**config.mk**
```make
export PLATFORM = sky130hd
export DESIGN_NAME = wav_header_parser_core_flat
export DESIGN_NICKNAME = d
export VERILOG_FILES = /design/src/hdl/wavhp_pkg.sv /design/src/hdl/wavhp_if.sv /design/src/hdl/wav_header_parser_core.sv /design/src/hdl/wavhp_parse.sv /design/src/flat_wrapper.sv
export SDC_FILE = /design/constraint.sdc
export NUM_CORES = 1
export LEC_CHECK = 0
export ABC_AREA = 1
export BUFFER_PORTS_ARGS = -buffer_cell sky130_fd_sc_hd__buf_2
export CAP_MARGIN = 10
export CORE_MARGIN = 8
export CORE_UTILIZATION = 45
export DETAILED_ROUTE_END_ITERATION = 10
export PLACE_DENSITY_LB_ADDON = 0.2
export RECOVER_POWER = 25
export SYNTH_ARGS = -nofsm -noshare
export SYNTH_HDL_FRONTEND = slang
export SYNTH_SLANG_ARGS = --single-unit
```
**constraint.sdc**
```tcl
create_clock -name clock -period 5.4 [get_ports clock]
set_input_delay 1.08 -clock clock [delete_from_list [all_inputs] [get_ports clock]]
set_output_delay 1.08 -clock clock [all_outputs]
set_load 0.01 [all_outputs]
```
**src/hdl/wavhp_pkg.sv**
```systemverilog
// ----------------------------------------------------------------------------
// wavhp_pkg
// Shared types and constants of the WAV header parser: chunk tags, format
// limits, status codes and the result word.
// ----------------------------------------------------------------------------
`default_nettype none

package wavhp_pkg;

   localparam logic [31:0] TAG_RIFF = 32'h5249_4646;
   localparam logic [31:0] TAG_WAVE = 32'h5741_5645;
   localparam logic [31:0] TAG_FMT  = 32'h666D_7420;
   localparam logic [31:0] TAG_DATA = 32'h6461_7461;

   localparam logic [15:0] PCM_TAG  = 16'd1;
   localparam logic [15:0] PCM_BITS = 16'd16;
   localparam logic [31:0] FMT_LEN  = 32'd16;

   localparam logic [2:0] ST_OK       = 3'd0;
   localparam logic [2:0] ST_BAD_RIFF = 3'd1;
   localparam logic [2:0] ST_NO_FMT   = 3'd2;
   localparam logic [2:0] ST_BAD_FMT  = 3'd3;
   localparam logic [2:0] ST_NO_DATA  = 3'd4;

   typedef struct packed {
      logic        has_byte;
      logic [7:0]  data_byte;
      logic        done_res;
      logic [2:0]  status;
      logic [31:0] sample_rate;
      logic [15:0] channel_count;
      logic [31:0] data_length;
   } rsp_word_type;

endpackage

`default_nettype wire

```
**src/hdl/wavhp_if.sv**
```systemverilog
// ----------------------------------------------------------------------------
// wavhp_if
// Valid/ready channels of the WAV header parser: the byte stream in and the
// result words out.
// ----------------------------------------------------------------------------
`default_nettype none

interface wavhp_req_if;
   logic       valid;
   logic       ready;
   logic [7:0] byte_value;
   logic       first_byte;
   logic       final_byte;

   modport source (output valid, output byte_value, output first_byte,
                   output final_byte, input ready);
   modport sink (input valid, input byte_value, input first_byte,
                 input final_byte, output ready);
endinterface

interface wavhp_rsp_if;
   logic        valid;
   logic        ready;
   logic        has_byte;
   logic [7:0]  data_byte;
   logic        done_res;
   logic [2:0]  status;
   logic [31:0] sample_rate;
   logic [15:0] channel_count;
   logic [31:0] data_length;

   modport source (output valid, output has_byte, output data_byte, output done_res,
                   output status, output sample_rate, output channel_count,
                   output data_length, input ready);
   modport sink (input valid, input has_byte, input data_byte, input done_res,
                 input status, input sample_rate, input channel_count,
                 input data_length, output ready);
endinterface

`default_nettype wire

```
**src/hdl/wav_header_parser_core.sv**
```systemverilog
// ----------------------------------------------------------------------------
// wav_header_parser_core
// Byte-serial RIFF/WAVE header parser with data chunk pass-through.
// ----------------------------------------------------------------------------
// Usage:
//   req_bus takes the file one word per byte, in file order. first_byte
//   restarts parsing on that byte; final_byte marks the end of the stream.
//   rsp_bus gives zero or one word per byte: a data chunk byte (has_byte),
//   and on the word that ends the file, done_res with status and, when the
//   status is ok, sample rate, channel count and data length. Header bytes
//   and bytes after the end of a file give no word.
// Timing:
//   One byte per cycle sustained while rsp_bus does not stall. A byte accepted
//   at one edge shows its result word on rsp_bus from the next cycle: one output
//   register stage behind a combinational state update.
// Reset and stall:
//   Synchronous reset clears the parser to the RIFF header phase and empties
//   the output register; the first file may start without a first_byte mark.
//   While the receiver stalls, the output word holds and req_bus.ready stays
//   low only as long as that word waits.
// ----------------------------------------------------------------------------
`default_nettype none

module wav_header_parser_core (
   input  wire logic   clock,
   input  wire logic   reset,
   wavhp_req_if.sink   req_bus,
   wavhp_rsp_if.source rsp_bus
);

   logic                    step;
   logic                    res_valid;
   wavhp_pkg::rsp_word_type res_word;

   logic                    rsp_valid_ff, rsp_valid_in;
   wavhp_pkg::rsp_word_type rsp_word_ff,  rsp_word_in;

   assign req_bus.ready = !rsp_valid_ff || rsp_bus.ready;
   assign step          = req_bus.valid && req_bus.ready;

   wavhp_parse u_parse (
      .clock      (clock),
      .reset      (reset),
      .step       (step),
      .byte_value (req_bus.byte_value),
      .first_byte (req_bus.first_byte),
      .final_byte (req_bus.final_byte),
      .res_valid  (res_valid),
      .res_word   (res_word)
   );

   // load a new word, drop a taken one, otherwise hold
   always_comb begin
      rsp_valid_in = rsp_valid_ff;
      rsp_word_in  = rsp_word_ff;
      if (step) begin
         rsp_valid_in = res_valid;
         rsp_word_in  = res_word;
      end else if (rsp_bus.ready) begin
         rsp_valid_in = 1'b0;
      end
   end

   always_ff @(posedge clock) begin
      if (reset) begin
         rsp_valid_ff <= 1'b0;
      end else begin
         rsp_valid_ff <= rsp_valid_in;
      end
   end

   always_ff @(posedge clock) begin
      rsp_word_ff <= rsp_word_in;
   end

   assign rsp_bus.valid         = rsp_valid_ff;
   assign rsp_bus.has_byte      = rsp_word_ff.has_byte;
   assign rsp_bus.data_byte     = rsp_word_ff.data_byte;
   assign rsp_bus.done_res      = rsp_word_ff.done_res;
   assign rsp_bus.status        = rsp_word_ff.status;
   assign rsp_bus.sample_rate   = rsp_word_ff.sample_rate;
   assign rsp_bus.channel_count = rsp_word_ff.channel_count;
   assign rsp_bus.data_length   = rsp_word_ff.data_length;

   a_stall_only_when_full: assert property (@(posedge clock) disable iff (reset)
      !req_bus.ready |-> rsp_valid_ff)
      else $error("input stalled with an empty output register");

   a_word_follows_step: assert property (@(posedge clock) disable iff (reset)
      (step && res_valid) |=> rsp_valid_ff)
      else $error("result word of an accepted byte was lost");

   a_no_word_without_step: assert property (@(posedge clock) disable iff (reset)
      (!rsp_valid_ff && !step) |=> !rsp_valid_ff)
      else $error("output word appeared without an accepted byte");

endmodule

`default_nettype wire

```
**src/hdl/wavhp_parse.sv**
```systemverilog
// ----------------------------------------------------------------------------
// wavhp_parse
// Parser state and its one-byte update: header check, chunk walk, fmt
// capture, skips and data pass-through. Produces at most one result word
// for each byte taken.
// ----------------------------------------------------------------------------
`default_nettype none

module wavhp_parse (
   input  wire logic                  clock,
   input  wire logic                  reset,
   input  wire logic                  step,
   input  wire logic [7:0]            byte_value,
   input  wire logic                  first_byte,
   input  wire logic                  final_byte,
   output logic                       res_valid,
   output wavhp_pkg::rsp_word_type    res_word
);

   localparam logic [3:0] PH_HDR       = 4'd0;
   localparam logic [3:0] PH_FMT_CHDR  = 4'd1;
   localparam logic [3:0] PH_FMT_BODY  = 4'd2;
   localparam logic [3:0] PH_FMT_SKIP  = 4'd3;
   localparam logic [3:0] PH_EXT_SKIP  = 4'd4;
   localparam logic [3:0] PH_DATA_CHDR = 4'd5;
   localparam logic [3:0] PH_DATA_SKIP = 4'd6;
   localparam logic [3:0] PH_DATA_BODY = 4'd7;
   localparam logic [3:0] PH_DONE      = 4'd8;

   logic [3:0]  phase_ff,    phase_in,    phase_cur;
   logic [3:0]  count_ff,    count_in,    count_cur;
   logic [31:0] tag_ff,      tag_in,      tag_cur;
   logic [31:0] size_ff,     size_in,     size_cur;
   logic [31:0] skip_ff,     skip_in,     skip_cur;
   logic        pad_ff,      pad_in,      pad_cur;
   logic [15:0] fmt_ff,      fmt_in,      fmt_cur;
   logic [15:0] chan_ff,     chan_in,     chan_cur;
   logic [31:0] rate_ff,     rate_in,     rate_cur;
   logic [15:0] bits_ff,     bits_in,     bits_cur;
   logic        finished_ff, finished_in, finished_cur;

   logic        hb;
   logic        done;
   logic [2:0]  st;
   logic        ok;
   logic [31:0] ext_len;

   // A restart mark clears the state before this byte is parsed.
   always_comb begin
      phase_cur    = first_byte ? PH_HDR : phase_ff;
      count_cur    = first_byte ? 4'd0   : count_ff;
      tag_cur      = first_byte ? 32'd0  : tag_ff;
      size_cur     = first_byte ? 32'd0  : size_ff;
      skip_cur     = first_byte ? 32'd0  : skip_ff;
      pad_cur      = first_byte ? 1'b0   : pad_ff;
      fmt_cur      = first_byte ? 16'd0  : fmt_ff;
      chan_cur     = first_byte ? 16'd0  : chan_ff;
      rate_cur     = first_byte ? 32'd0  : rate_ff;
      bits_cur     = first_byte ? 16'd0  : bits_ff;
      finished_cur = first_byte ? 1'b0   : finished_ff;
   end

   assign ext_len = size_cur - wavhp_pkg::FMT_LEN;

   always_comb begin
      phase_in    = phase_cur;
      count_in    = count_cur;
      tag_in      = tag_cur;
      size_in     = size_cur;
      skip_in     = skip_cur;
      pad_in      = pad_cur;
      fmt_in      = fmt_cur;
      chan_in     = chan_cur;
      rate_in     = rate_cur;
      bits_in     = bits_cur;
      finished_in = finished_cur;
      hb          = 1'b0;
      done        = 1'b0;
      st          = wavhp_pkg::ST_OK;

      if (!finished_cur) begin
         case (phase_cur)
            PH_HDR: begin
               tag_in   = {tag_cur[23:0], byte_value};
               count_in = count_cur + 4'd1;
               if (count_cur == 4'd3 && tag_in != wavhp_pkg::TAG_RIFF) begin
                  done = 1'b1;
                  st   = wavhp_pkg::ST_BAD_RIFF;
               end else if (count_cur == 4'd11) begin
                  if (tag_in != wavhp_pkg::TAG_WAVE) begin
                     done = 1'b1;
                     st   = wavhp_pkg::ST_BAD_RIFF;
                  end else begin
                     phase_in = PH_FMT_CHDR;
                     count_in = 4'd0;
                  end
               end
            end
            PH_FMT_CHDR, PH_DATA_CHDR: begin
               if (count_cur < 4'd4) begin
                  tag_in = {tag_cur[23:0], byte_value};
               end else begin
                  size_in = {byte_value, size_cur[31:8]};
               end
               count_in = count_cur + 4'd1;
               if (count_cur == 4'd7) begin
                  count_in = 4'd0;
                  if (phase_cur == PH_FMT_CHDR) begin
                     if (tag_cur == wavhp_pkg::TAG_FMT && size_in >= wavhp_pkg::FMT_LEN) begin
                        phase_in = PH_FMT_BODY;
                     end else begin
                        skip_in  = size_in;
                        pad_in   = size_in[0];
                        phase_in = (size_in == 32'd0) ? PH_FMT_CHDR : PH_FMT_SKIP;
                     end
                  end else if (tag_cur == wavhp_pkg::TAG_DATA) begin
                     skip_in = size_in;
                     if (size_in == 32'd0) begin
                        done = 1'b1;
                     end else begin
                        phase_in = PH_DATA_BODY;
                     end
                  end else begin
                     skip_in  = size_in;
                     pad_in   = size_in[0];
                     phase_in = (size_in == 32'd0) ? PH_DATA_CHDR : PH_DATA_SKIP;
                  end
               end
            end
            PH_FMT_BODY: begin
               case (count_cur)
                  4'd0:    fmt_in[7:0]    = fmt_cur[7:0] | byte_value;
                  4'd1:    fmt_in[15:8]   = fmt_cur[15:8] | byte_value;
                  4'd2:    chan_in[7:0]   = chan_cur[7:0] | byte_value;
                  4'd3:    chan_in[15:8]  = chan_cur[15:8] | byte_value;
                  4'd4:    rate_in[7:0]   = rate_cur[7:0] | byte_value;
                  4'd5:    rate_in[15:8]  = rate_cur[15:8] | byte_value;
                  4'd6:    rate_in[23:16] = rate_cur[23:16] | byte_value;
                  4'd7:    rate_in[31:24] = rate_cur[31:24] | byte_value;
                  4'd14:   bits_in[7:0]   = bits_cur[7:0] | byte_value;
                  4'd15:   bits_in[15:8]  = bits_cur[15:8] | byte_value;
                  default: ;
               endcase
               count_in = count_cur + 4'd1;
               if (count_cur == 4'd15) begin
                  count_in = 4'd0;
                  if (fmt_in != wavhp_pkg::PCM_TAG || bits_in != wavhp_pkg::PCM_BITS) begin
                     done = 1'b1;
                     st   = wavhp_pkg::ST_BAD_FMT;
                  end else begin
                     // skip the fmt extension, plus pad after an odd size
                     skip_in  = ext_len;
                     pad_in   = size_cur[0];
                     phase_in = (ext_len == 32'd0 && !size_cur[0]) ? PH_DATA_CHDR
                                                                   : PH_EXT_SKIP;
                  end
               end
            end
            PH_FMT_SKIP, PH_EXT_SKIP, PH_DATA_SKIP: begin
               if (skip_cur != 32'd0) begin
                  skip_in = skip_cur - 32'd1;
               end else begin
                  pad_in = 1'b0;
               end
               if (skip_in == 32'd0 && !pad_in) begin
                  phase_in = (phase_cur == PH_FMT_SKIP) ? PH_FMT_CHDR : PH_DATA_CHDR;
               end
            end
            PH_DATA_BODY: begin
               hb = 1'b1;
               if (skip_cur != 32'd0) begin
                  skip_in = skip_cur - 32'd1;
               end
               if (skip_in == 32'd0) begin
                  done = 1'b1;
               end
            end
            default: ;
         endcase

         // early end of stream: status follows the phase reached
         if (!done && final_byte) begin
            done = 1'b1;
            if (phase_in == PH_HDR) begin
               st = wavhp_pkg::ST_BAD_RIFF;
            end else if (phase_in <= PH_FMT_SKIP) begin
               st = wavhp_pkg::ST_NO_FMT;
            end else begin
               st = wavhp_pkg::ST_NO_DATA;
            end
         end
         if (done) begin
            finished_in = 1'b1;
            phase_in    = PH_DONE;
         end
      end
   end

   assign ok        = done && st == wavhp_pkg::ST_OK;
   assign res_valid = !finished_cur && (hb || done);

   always_comb begin
      res_word.has_byte      = hb;
      res_word.data_byte     = hb ? byte_value : 8'd0;
      res_word.done_res      = done;
      res_word.status        = done ? st : wavhp_pkg::ST_OK;
      res_word.sample_rate   = ok ? rate_in : 32'd0;
      res_word.channel_count = ok ? chan_in : 16'd0;
      res_word.data_length   = ok ? size_in : 32'd0;
   end

   always_ff @(posedge clock) begin
      if (reset) begin
         phase_ff    <= PH_HDR;
         count_ff    <= 4'd0;
         tag_ff      <= 32'd0;
         size_ff     <= 32'd0;
         skip_ff     <= 32'd0;
         pad_ff      <= 1'b0;
         fmt_ff      <= 16'd0;
         chan_ff     <= 16'd0;
         rate_ff     <= 32'd0;
         bits_ff     <= 16'd0;
         finished_ff <= 1'b0;
      end else if (step) begin
         phase_ff    <= phase_in;
         count_ff    <= count_in;
         tag_ff      <= tag_in;
         size_ff     <= size_in;
         skip_ff     <= skip_in;
         pad_ff      <= pad_in;
         fmt_ff      <= fmt_in;
         chan_ff     <= chan_in;
         rate_ff     <= rate_in;
         bits_ff     <= bits_in;
         finished_ff <= finished_in;
      end
   end

   a_finished_phase: assert property (@(posedge clock) disable iff (reset)
      finished_ff |-> phase_ff == PH_DONE)
      else $error("finished parser is not in the done phase");

   a_done_latches: assert property (@(posedge clock) disable iff (reset)
      (step && res_valid && res_word.done_res) |=> finished_ff)
      else $error("ending word did not stop the parser");

   a_status_only_done: assert property (@(posedge clock) disable iff (reset)
      (res_valid && !res_word.done_res) |-> (res_word.status == wavhp_pkg::ST_OK
                                             && res_word.has_byte))
      else $error("word without end carries status or no data byte");

   a_data_needs_body: assert property (@(posedge clock) disable iff (reset)
      (step && !first_byte && res_valid && res_word.has_byte) |-> phase_ff == PH_DATA_BODY)
      else $error("data byte passed outside the data chunk");

endmodule

`default_nettype wire

```
**src/flat_wrapper.sv**
```systemverilog
// flat-port wrapper written by rule: the top's interface ports become plain ports
module wav_header_parser_core_flat 
  (clock, reset, req_bus_valid, req_bus_byte_value, req_bus_first_byte, req_bus_final_byte, req_bus_ready, rsp_bus_valid, rsp_bus_has_byte, rsp_bus_data_byte, rsp_bus_done_res, rsp_bus_status, rsp_bus_sample_rate, rsp_bus_channel_count, rsp_bus_data_length, rsp_bus_ready);
  wavhp_req_if req_bus_i ();
  wavhp_rsp_if rsp_bus_i ();
  input  wire logic clock;
  input  wire logic reset;
  input wire logic [$bits(req_bus_i.valid)-1:0] req_bus_valid;
  input wire logic [$bits(req_bus_i.byte_value)-1:0] req_bus_byte_value;
  input wire logic [$bits(req_bus_i.first_byte)-1:0] req_bus_first_byte;
  input wire logic [$bits(req_bus_i.final_byte)-1:0] req_bus_final_byte;
  output wire logic [$bits(req_bus_i.ready)-1:0] req_bus_ready;
  output wire logic [$bits(rsp_bus_i.valid)-1:0] rsp_bus_valid;
  output wire logic [$bits(rsp_bus_i.has_byte)-1:0] rsp_bus_has_byte;
  output wire logic [$bits(rsp_bus_i.data_byte)-1:0] rsp_bus_data_byte;
  output wire logic [$bits(rsp_bus_i.done_res)-1:0] rsp_bus_done_res;
  output wire logic [$bits(rsp_bus_i.status)-1:0] rsp_bus_status;
  output wire logic [$bits(rsp_bus_i.sample_rate)-1:0] rsp_bus_sample_rate;
  output wire logic [$bits(rsp_bus_i.channel_count)-1:0] rsp_bus_channel_count;
  output wire logic [$bits(rsp_bus_i.data_length)-1:0] rsp_bus_data_length;
  input wire logic [$bits(rsp_bus_i.ready)-1:0] rsp_bus_ready;
  assign req_bus_i.valid = req_bus_valid;
  assign req_bus_i.byte_value = req_bus_byte_value;
  assign req_bus_i.first_byte = req_bus_first_byte;
  assign req_bus_i.final_byte = req_bus_final_byte;
  assign req_bus_ready = req_bus_i.ready;
  assign rsp_bus_valid = rsp_bus_i.valid;
  assign rsp_bus_has_byte = rsp_bus_i.has_byte;
  assign rsp_bus_data_byte = rsp_bus_i.data_byte;
  assign rsp_bus_done_res = rsp_bus_i.done_res;
  assign rsp_bus_status = rsp_bus_i.status;
  assign rsp_bus_sample_rate = rsp_bus_i.sample_rate;
  assign rsp_bus_channel_count = rsp_bus_i.channel_count;
  assign rsp_bus_data_length = rsp_bus_i.data_length;
  assign rsp_bus_i.ready = rsp_bus_ready;
  wav_header_parser_core u_core (.clock(clock), .reset(reset), .req_bus(req_bus_i), .rsp_bus(rsp_bus_i));
endmodule
```
==> results.sh <==
export IMPL_layout_drive_gt1_share_pct=7.56
export IMPL_syn_to_final_growth_pct=10.4
export IMPL_die_height_um=211
export IMPL_setup_viol_count_final=0
export IMPL_clock_sinks=280
export IMPL_max_freq_mhz=215
export IMPL_grt_setup_unrepaired="false"
export IMPL_worst_setup_path_start_kind="input pin"
export IMPL_worst_clock_skew_ns=0.0209
export IMPL_violated_checks="capacitance limit, slew limit"
export IMPL_grt_overflow_total=0
export IMPL_cp_startpoint="req_bus_first_byte"
export IMPL_drv_slew=46
export IMPL_max_cap_viol_count=1
export IMPL_hold_path_end="u_core.u_parse.bits_ff[9]"
export IMPL_die_area_um2=44300
export IMPL_grt_first_pass_wirelength_mm=90.8
export IMPL_critical_path_class="in2reg"
export IMPL_die_width_um=211
export IMPL_hp_start="u_core.u_parse.bits_ff[9]"
export IMPL_fin_hold_ws_ns=0.464
export IMPL_cts_setup_buffers=0
export IMPL_synth_cell_types=51
export IMPL_power_share_switching_pct=31.4
export IMPL_p_switching_w=0.00166
export IMPL_syn_nets=2606
export IMPL_routed_len_inst_um=18.5
export IMPL_pin_count_of_the_biggest_net_entering_global_routing=155
export IMPL_core_um2=37500
export IMPL_ratio_of_total_power_to_cell_area_nw_per_um2=282
export IMPL_viasPerCell=5.54
export IMPL_yosys_reg_bits=280
export IMPL_postSynth_topFlopCell="sky130_fd_sc_hd__dfxtp_1"
export IMPL_cts_htree_levels=1
export IMPL_critical_path_max_fanout=26
export IMPL_worstPathRequired_ns=5.92
export IMPL_placed_area_um2=17900
export IMPL_setup_tns_final_ns=0
export IMPL_floorplan_io_pins=109
export IMPL_gr_usage_all_layers_pct=25.4
export IMPL_critical_path_reg2reg_startpoint="u_core.u_parse.count_ff[3]"
export IMPL_layout_cell_area_non_filler_um2=18800
export IMPL_synth_edff_count=93
export IMPL_cp_data_arrival_time_ns=5.17
export IMPL_crit_path_end_kind="flop"
export IMPL_part_of_the_total_power_dissipated_in_sequential_elements_pct=43.1
export IMPL_drt_pass1_iter_count=6
export IMPL_min_path_cells=2
export IMPL_r2r_worst_path_cells=15
export IMPL_regToRegSetupSlack_ns=1.28
export IMPL_globalplace_congestion=1.04
export IMPL_cts_tree="done"
export IMPL_layout_cells_non_filler=3171
export IMPL_place_port_buffers=108
export IMPL_hold_violations=0
export IMPL_grt_antenna_before_repair=1
export IMPL_remaining_drc_errors=0
export IMPL_post_synth_arst_share_pct=0
export IMPL_number_of_buffers_added_to_fix_hold_violations_after_cts=0
export IMPL_cts_root_buffer_cell="sky130_fd_sc_hd__clkbuf_16"
export IMPL_start_util_pct=45.4
export IMPL_p_clk_share_pct=38.7
export IMPL_timing_slew_headroom_pct=-33.1
export IMPL_synth_sequential_area_ratio_pct=38.4
export IMPL_syn_avg_cell_area_um2=6.59
export IMPL_final_critical_delay_including_setup_and_external_delays_ns=4.64
export IMPL_finalCoreUtilization_pct=50.2
export IMPL_detail_route_iter0_violations=2093
export IMPL_detail_route_antenna_nets=0
export IMPL_routed_wire_length_mm=58.6
export IMPL_cts_resized=0
export IMPL_outcome="finished, violations left"
export IMPL_hold_class="reg2reg"
export IMPL_synth_warnings=0
export IMPL_synthCells=2585
export IMPL_post_synth_instance_area_um2=17000
export IMPL_peakVddDrop_uv=229
export IMPL_dp_hpwl_mm=42.7
export IMPL_layout_worst_path_cycle_share_pct=86.0
export IMPL_grt_pass1_vias=15900
export IMPL_power_static_leakage_nw=8.23
export IMPL_floorplan_row_count=71
export IMPL_insertion_delay_ns=0.59
export IMPL_worst_slew_pin_transition_ns=1.99
export IMPL_cell_internal_pwr_w=0.00364
export IMPL_nets=2656
export IMPL_cts_root_to_sink_buffers=3
export IMPL_cts_reportedPaths_clkPinSlew_ns=0.06
export IMPL_routed_via_count=17600
export IMPL_cts_inserted_buffers=30
export IMPL_critical_path_reg2reg_endpoint="u_core.u_parse.skip_ff[18]"
export IMPL_combPwrFrac_pct=18.3
export IMPL_place_inst=3114
## layout make-up
| class | instances | area (um^2) |
|---|---|---|
| Clock buffer | 41 | 842 |
| Inverter | 334 | 1260 |
| Fill cell | 3936 | 18700 |
| Multi-Input combinational cell | 1845 | 8630 |
| Antenna cell | 1 | 2.50 |
| Timing Repair Buffer | 144 | 758 |
| Clock inverter | 15 | 139 |
| Sequential cell | 280 | 6540 |
| Tap cell | 511 | 639 |
## cells by family (layout without fill, tap and decap cells)
group	after synthesis	in the layout	share of synthesized area, %
compound gates	479	479	16.0
xor+xnor	26	26	1.34
fa+ha+maj	7	7	0.514
buf+inv	460	534	11.1
flops	280	280	38.4
other cells	0	1	0
simple gates	1333	1333	32.7
## cells in the mapped netlist, types with 3 or more instances
| library cell | number | area share, % |
|---|---|---|
| sky130_fd_sc_hd__a21oi_1 | 153 | 4.5 |
| sky130_fd_sc_hd__a221oi_1 | 4 | 0.21 |
| sky130_fd_sc_hd__a22oi_1 | 5 | 0.22 |
| sky130_fd_sc_hd__a31oi_1 | 8 | 0.29 |
| sky130_fd_sc_hd__buf_1 | 5 | 0.11 |
| sky130_fd_sc_hd__buf_2 | 12 | 0.35 |
| sky130_fd_sc_hd__buf_4 | 5 | 0.22 |
| sky130_fd_sc_hd__buf_6 | 17 | 1.1 |
| sky130_fd_sc_hd__clkbuf_1 | 87 | 1.9 |
| sky130_fd_sc_hd__dfxtp_1 | 187 | 22 |
| sky130_fd_sc_hd__edfxtp_1 | 93 | 16 |
| sky130_fd_sc_hd__ha_1 | 7 | 0.51 |
| sky130_fd_sc_hd__inv_1 | 330 | 7.3 |
| sky130_fd_sc_hd__nand2_1 | 767 | 17 |
| sky130_fd_sc_hd__nand2_2 | 7 | 0.26 |
| sky130_fd_sc_hd__nand3_1 | 104 | 3.1 |
| sky130_fd_sc_hd__nand3_2 | 3 | 0.18 |
| sky130_fd_sc_hd__nand4_1 | 35 | 1.3 |
| sky130_fd_sc_hd__nor2_1 | 291 | 6.4 |
| sky130_fd_sc_hd__nor2_2 | 75 | 2.8 |
| sky130_fd_sc_hd__nor3_1 | 28 | 0.82 |
| sky130_fd_sc_hd__nor4_1 | 12 | 0.44 |
| sky130_fd_sc_hd__o211ai_1 | 45 | 2.0 |
| sky130_fd_sc_hd__o21a_1 | 3 | 0.13 |
| sky130_fd_sc_hd__o21ai_0 | 186 | 5.5 |
| sky130_fd_sc_hd__o21ai_1 | 10 | 0.29 |
| sky130_fd_sc_hd__o21ai_2 | 3 | 0.15 |
| sky130_fd_sc_hd__o221ai_1 | 19 | 0.98 |
| sky130_fd_sc_hd__o22ai_1 | 27 | 0.99 |
| sky130_fd_sc_hd__o31ai_1 | 3 | 0.13 |
| sky130_fd_sc_hd__or2_2 | 4 | 0.15 |
| sky130_fd_sc_hd__xnor2_1 | 3 | 0.15 |
| sky130_fd_sc_hd__xor2_1 | 23 | 1.2 |
## per-layer routing
layer | share of wire [%] | track usage (%) | vias to the layer above
met5 | 0 | 0 | -
met4 | 3.7 | 9.77 | 0
met3 | 9.6 | 3.74 | 127
met2 | 42 | 37.2 | 858
met1 | 45 | 37.1 | 8128
li1 | - | - | 8457
## per-stage QoR
stage                     worst slack (ns)  power [W]
after detailed placement             0.270    0.00327
final                                0.757    0.00530
after floorplan                      0.388    0.00298
after global routing                 0.483    0.00551
after CTS                            0.896    0.00532
after global placement               0.309    0.00327
## power by group through the flow
stage	Combinational (W)	Clock [W]	Sequential (W)
CTS	0.000952	0.00209	0.00228
detailed placement	0.000946	0	0.00233
floorplan	0.000636	0	0.00234
finish	0.000969	0.00205	0.00228
global placement	0.000948	0	0.00233
global route	0.00106	0.00216	0.00229
## flip-flops by register name, summed over array words and instances, names as in the netlist
register and count:
u_core.u_parse.rate_ff 32, u_core.rsp_bus.valid 1, u_core.rsp_bus.data_length 32, u_core.u_parse.phase_ff 4, u_core.u_parse.chan_ff 16, u_core.rsp_bus.done_res 1
u_core.rsp_bus.sample_rate 32, u_core.u_parse.skip_ff 32, u_core.rsp_bus.status 3, u_core.u_parse.bits_ff 16, u_core.rsp_bus.has_byte 1, u_core.u_parse.fmt_ff 16
u_core.u_parse.count_ff 4, u_core.u_parse.finished_ff 1, u_core.rsp_bus.channel_count 16, u_core.u_parse.tag_ff 32, u_core.rsp_bus.data_byte 8, u_core.u_parse.pad_ff 1
u_core.u_parse.size_ff 32
## worst max-delay path by stage
stage,end,cells past startpoint
CTS,u_core.u_parse.skip_ff[3],16
global route,u_core.u_parse.skip_ff[3],16
finish,u_core.u_parse.skip_ff[3],16
floorplan,u_core.rsp_bus.channel_count[0],6
global placement,u_core.u_parse.skip_ff[3],16
detailed placement,u_core.u_parse.skip_ff[30],16
## critical path, stage by stage
cell                       delay (ns)
sky130_fd_sc_hd__buf_2           0.13
sky130_fd_sc_hd__buf_4           0.20
sky130_fd_sc_hd__buf_4           0.27
sky130_fd_sc_hd__nor2_1          0.21
sky130_fd_sc_hd__inv_1           0.11
sky130_fd_sc_hd__nor2_1          0.10
sky130_fd_sc_hd__inv_1           0.06
sky130_fd_sc_hd__nor3_1          0.48
sky130_fd_sc_hd__inv_1           0.47
sky130_fd_sc_hd__nand2_1         0.42
sky130_fd_sc_hd__clkinv_1        0.65
sky130_fd_sc_hd__o22ai_1         0.36
sky130_fd_sc_hd__o21ai_0         0.23
sky130_fd_sc_hd__o211ai_1        0.17
sky130_fd_sc_hd__o211ai_1        0.13
sky130_fd_sc_hd__inv_1           0.08
## placed cells by master, fill, tap and decap left out, drive strengths merged, types with 3 or more instances in the layout
master,Yosys,final
o22ai,27,27
a21oi,153,153
o31ai,3,3
a221oi,4,4
nor4,12,12
clkbuf,87,135
inv,333,334
o21ai,199,199
a22oi,5,5
or2,4,4
nor2,368,368
ha,7,7
xor2,23,23
xnor2,3,3
a31oi,8,8
nor3,28,28
nand3,108,108
nand2,774,774
o211ai,45,45
nand4,36,36
buf,39,50
edfxtp,93,93
o21a,3,3
dfxtp,187,187
o221ai,19,19
clkinv,1,12
Note: power is estimated with default switching activity, not from simulation.
